**config.mk**
```make
export PLATFORM = sky130hd
export DESIGN_NAME = fsrs_lookup
export DESIGN_NICKNAME = d
export VERILOG_FILES = /design/src/rtl/fsrs_pkg.sv /design/src/rtl/fsrs_lookup.sv
export SDC_FILE = /design/constraint.sdc
export NUM_CORES = 1
export LEC_CHECK = 0
export BUFFER_PORTS_ARGS = -buffer_cell sky130_fd_sc_hd__buf_2
export CAP_MARGIN = 20
export CORE_AREA = 4 4 214 216
export DETAILED_ROUTE_END_ITERATION = 10
export DIE_AREA = 0 0 218 220
export GPL_ROUTABILITY_DRIVEN = 0
export RECOVER_POWER = 100
export SLEW_MARGIN = 10
export SYNTH_ARGS = -nofsm -noshare
export SYNTH_HDL_FRONTEND = slang
export SYNTH_SLANG_ARGS = --single-unit
export TNS_END_PERCENT = 100
```
**constraint.sdc**
```tcl
create_clock -name vclk -period 9.5
set_clock_uncertainty 0.05 [all_clocks]
set_input_delay 2.85 -clock vclk [all_inputs]
set_output_delay 2.85 -clock vclk [all_outputs]
set_load 0.05 [all_outputs]
```
**src/rtl/fsrs_pkg.sv**
```systemverilog
package fsrs_pkg;

   // Table size and derived widths
   localparam int MAX_STATES   = 16;
   localparam int STATE_W      = $clog2(MAX_STATES);
   localparam int COUNT_W      = $clog2(MAX_STATES + 1);
   localparam int CNT_DEPTH    = MAX_STATES * MAX_STATES;
   localparam int CNT_ADDR_W   = $clog2(CNT_DEPTH);

   // Field widths
   localparam int OP_W         = 3;
   localparam int FREQ_W       = 32;
   localparam int TIME_W       = 64;
   localparam int CNT_W        = 32;
   localparam int STATUS_W     = 2;
   localparam int CSR_W        = 5;
   localparam int REQ_DATA_W   = 104;
   localparam int RSP_DATA_W   = 72;

   // Operation codes
   localparam logic [OP_W-1:0] OP_LOAD       = 3'd0;
   localparam logic [OP_W-1:0] OP_START      = 3'd1;
   localparam logic [OP_W-1:0] OP_CHANGE     = 3'd2;
   localparam logic [OP_W-1:0] OP_READ_RES   = 3'd3;
   localparam logic [OP_W-1:0] OP_READ_TRANS = 3'd4;
   localparam logic [OP_W-1:0] OP_READ_TOTAL = 3'd5;

   // Status codes
   localparam logic [STATUS_W-1:0] ST_OK      = 2'd0;
   localparam logic [STATUS_W-1:0] ST_UNKNOWN = 2'd1;
   localparam logic [STATUS_W-1:0] ST_RANGE   = 2'd2;

   typedef logic [MAX_STATES-1:0][FREQ_W-1:0] freq_table_type;

   // Control from the pipeline to the transition counter memory
   typedef struct packed {
      logic                  clear;
      logic                  rd_en;
      logic [CNT_ADDR_W-1:0] rd_addr;
      logic                  wr_en;
      logic [CNT_ADDR_W-1:0] wr_addr;
   } cnt_ctl_type;

endpackage

```
**src/rtl/fsrs_lookup.sv**
```systemverilog
module fsrs_lookup (
   input  fsrs_pkg::freq_table_type       table_entries,
   input  logic [fsrs_pkg::FREQ_W-1:0]    key,
   input  logic [fsrs_pkg::COUNT_W-1:0]   entry_count,
   output logic                           found,
   output logic [fsrs_pkg::STATE_W-1:0]   index
);
   import fsrs_pkg::*;

   logic [MAX_STATES-1:0] hit;

   // Compare every entry in use against the key
   always_comb begin
      for (int i = 0; i < MAX_STATES; i++) begin
         hit[i] = (table_entries[i] == key) && (COUNT_W'(i) < entry_count);
      end
   end

   // Pick the lowest matching entry
   always_comb begin
      found = 1'b0;
      index = '0;
      for (int i = MAX_STATES - 1; i >= 0; i--) begin
         if (hit[i]) begin
            found = 1'b1;
            index = STATE_W'(i);
         end
      end
   end

endmodule

```
== Word level (Yosys, flattened, before mapping) ==
Index checks and enable logic that the tools add are counted.
W data, S select, Z words.

* Magnitude comparators: 16
* Eq/ne operators: 16
* Mux-type cells: 32
* Reductions and logical operators: 16

{| class="wikitable"
|+ Operators with widths
! cell !! number
|-
| $eq A32 B32 Y1 || 16
|-
| $mux W4 || 16
|-
| $lt A4 B5 Y1 const A || 8
|-
| $lt A3 B5 Y1 const A || 4
|-
| $logic_and A1 B1 Y1 || 16
|-
| $mux W1 || 16
|-
| $lt A1 B5 Y1 const A || 2
|-
| $lt A2 B5 Y1 const A || 2
|}

* Flip-flop bits (word level): 0
* Output and inout port bits: 5
* Logic and storage cells: 80

== Longest topological paths before layout ==
* Depth in word-level cells: 18
* Depth in mapped cells: 11
* Gate-level depth less buffers: 9

== Worst setup path after synthesis ==
No wires, ideal clock.

* Kind: input to output
* Start: input port key[6] (netlist name)
* End: output port index[3] (netlist name)
* Arrival: 5.855 ns
* Data required time: 6.600 ns
* Slack: 0.745 ns
* Stages: 9
* Buffers on the path: 2
* Cell sequence: clkbuf_1 -> buf_2 -> xor2_1 -> nor4_1 -> nand4_1 -> nor4_1 -> or2_2 -> nor3_1 -> nor4_1

* Cells in the longest elaborated chain, start to end: 18
* Elaborated cells on any way between the ends: 48
* Classes of those cells: 16 x eq/ne; 16 x mux; 16 x reduce/logical

{| class="wikitable"
|+ RTL lines
! element !! line !! source
|-
| start, declared || fsrs_lookup.sv:3 || <nowiki>input logic [fsrs_pkg::FREQ_W-1:0] key,</nowiki>
|-
| $eq A32 B32 Y1 || fsrs_lookup.sv:15 || <nowiki>hit[i] = (table_entries[i] == key) && (COUNT_W'(i) < entry_count);</nowiki>
|-
| $logic_and A1 B1 Y1 || fsrs_lookup.sv:15 ||
|-
| $mux W4 (15 in a row) || fsrs_lookup.sv:24 || <nowiki>if (hit[i]) begin</nowiki>
|-
| $mux W4 (*) || fsrs_lookup.sv:24 ||
|-
| end, declared || fsrs_lookup.sv:6 || <nowiki>output logic [fsrs_pkg::STATE_W-1:0] index</nowiki>
|}

Mark *: on every way between the ends. The rest lies on a longest branch, timed or not.

== Final worst setup path ==
* Start: input port key[22] (netlist name)
* End: output port index[3] (netlist name)

Same word-level chain as after synthesis.

==> flow_summary_export.csv <==
group,metric,value,unit
synth,synth_top_cell_by_area,"xor2_1",
timing,max_clock_freq,111,MHz
synth,synth_warnings,0,
timing,drv_slew,0,
route,first_pass_iters,5,
route,drt-initial-drc-count,466,
timing,rsz0062_at_grt,"no",
setup_path,critical_path_class,"input pin to primary output",
grt,antenna_found_initial,7,
timing,relSlewSlack,44.1,%
worst_hold_path,hold_class,"input pin to primary output",
timing,finalSetupViolCount,0,
job,maxCapViolCount,0,
power,static-leakage-power,4.37,nW
power,p_total,0.000471,W
clock_tree,cts_setup_buffers,0,
route,num_vias,8500,
placement,post-place-ws,622,ps
route,drt-vias-per-instance,4.39,
synth,syn-num-nets,1359,
layout,clkbuf_count,0,
route,wire_per_inst,28.0,um
floorplanning,die_x,218,um
layout,register_area,0,sq um
synth,yosys-top-cells-area,"xor2_1, xnor2_1, nor4_1",
synth,yosysSeqAreaShare,0,%
status,outcome,"completed",
layout,drive_above_1_share,44.9,%
layout,multi_input_area,5880,sq um
synth,synth_area_per_cell,7.72,sq um
layout,nFillCells,4942,
power,powerDensity,48.3,nW/um^2
floorplanning,core,43900,sq um
floorplanning,num_rows,77,
synth,syn_area,6250,sq um
floorplanning,initial_core_util,14.2,%
timing,finalWorstSetupSlack,531,ps
setup_path,arrival,6070,ps
layout,n_sequential_cell,0,
power,max-vdd-ir-drop,0.0320,mV
timing,period_needed,8970,ps
setup_path,end_kind,"primary output",
grt,grt_max_degree,16,
timing,tightest_slew,831,ps
synth,yosysMostFrequentCell,"xor2_1",
synth,post_synth_inst_count,810,
timing,period_share,94.4,%
floorplanning,die_y,220,um
clock_tree,cts_resized,0,
floorplanning,io_pins,554,
setup_path,worstPathMaxFanout,11,
route,drcViolationCount,0,
setup_path,worstPathRequired,6600,ps
grt,grt_overflow,0,
grt,grt_pass1_vias,9030,
grt,grt_pass1_wl,69900,um
timing,tns,0,ps
clock_tree,hold_buffers,0,
placement,port_buffers,554,
route,ant_nets,0,
grt,grt_usage,21.1,%
synth,synth_common_cells,"xor2_1, xnor2_1, nor4_1",
synth,yosys.cell_types.count,33,
route,routed_wl,54200,um
synth,netlist.area_leader.share,43.7,%
placement,hpwl,45900,um
layout,fin_nets,1895,
floorplanning,dieArea,48000,sq um
timing,hold_viol,0,
setup_path,start_kind,"input pin",
layout,syn2layout_area_growth,56.0,%
cell type report:
cell class / count / share of cell area [%]
Multi-Input combinational cell: 740 / 60.2
Tap cell: 592 / 7.59
Antenna cell: 1 / 0.0257
Inverter: 2 / 0.0770
Timing Repair Buffer: 602 / 32.1
layout by cell type, fill, tap and decap left out, types with 2 or more instances in the layout:
cell type	synthesis	routed
buf_2	46	552
xor2_1	312	312
xnor2_1	200	200
nor4_1	84	84
nand4_1	64	64
buf_4	1	47
nor3_1	14	14
nand3_1	13	13
a21oi_1	9	9
nor2_1	8	8
nand2_1	5	5
a211oi_1	3	3
nand2b_1	3	3
nor2b_1	3	3
inv_1	2	2
o2111ai_1	2	2
o21ba_1	2	2
o21ai_1	2	2
or4_1	2	2
nor4_2	2	2
or3_1	2	2
clkbuf_1	14	2
kinds of logic after synthesis:
kind of cell              count (synthesis)  synth area share [%]
AOI/OAI and AO/OA                        24                  2.60
xor gates and xnor gates                512                  71.7
buffers and inverters                    70                  6.02
and+or+nand+nor                         204                  19.7
worst max-delay path: stages:
cell      delay (ps)
buf_2            250
clkbuf_2         650
xor2_1           140
nor4_1           230
nand4_1          150
nor4_1           490
buf_4            230
nor2_1            70
nand2b_1         130
nor3_1            60
nor4_1           250
clkbuf_1         530
power breakdown:
part,internal (W),leakage [nW],total [W],switching [W]
sequential,0,0,0,0
combinational,0.000211,4.37,0.000471,0.000260
clock,0.0000000000141,0.00000634,0.0000000000141,0
total,0.000211,4.37,0.000471,0.000260
metrics by stage:
stage	cell area (sq um)	hold WS (ps)	utilization (%)	instances
5_1_grt	9750	6480	22.2	1936
4_1_cts	9760	6430	22.2	1936
2_1_floorplan	6250	6210	-	810
6_report	9750	6420	22.2	1937
3_3_place_gp	9760	6390	22.2	1936
3_5_place_dp	9760	6420	22.2	1936
worst paths after layout:
path | endpoint | startpoint | depth (start not counted)
worst max-delay path | index[3] | key[22] | 12
worst min-delay path | index[0] | table_entries[128] | 6
per-layer routing:
layer | global-route usage (%) | part of all wire, % | vias up
met5 | 0 | 0.14 | -
met4 | 4.74 | 2.7 | 10
met2 | 38.3 | 49 | 592
met3 | 3.89 | 7.8 | 95
met1 | 25.7 | 41 | 3996
li1 | - | - | 3807
No activity file was read; power rests on OpenSTA's default activity.
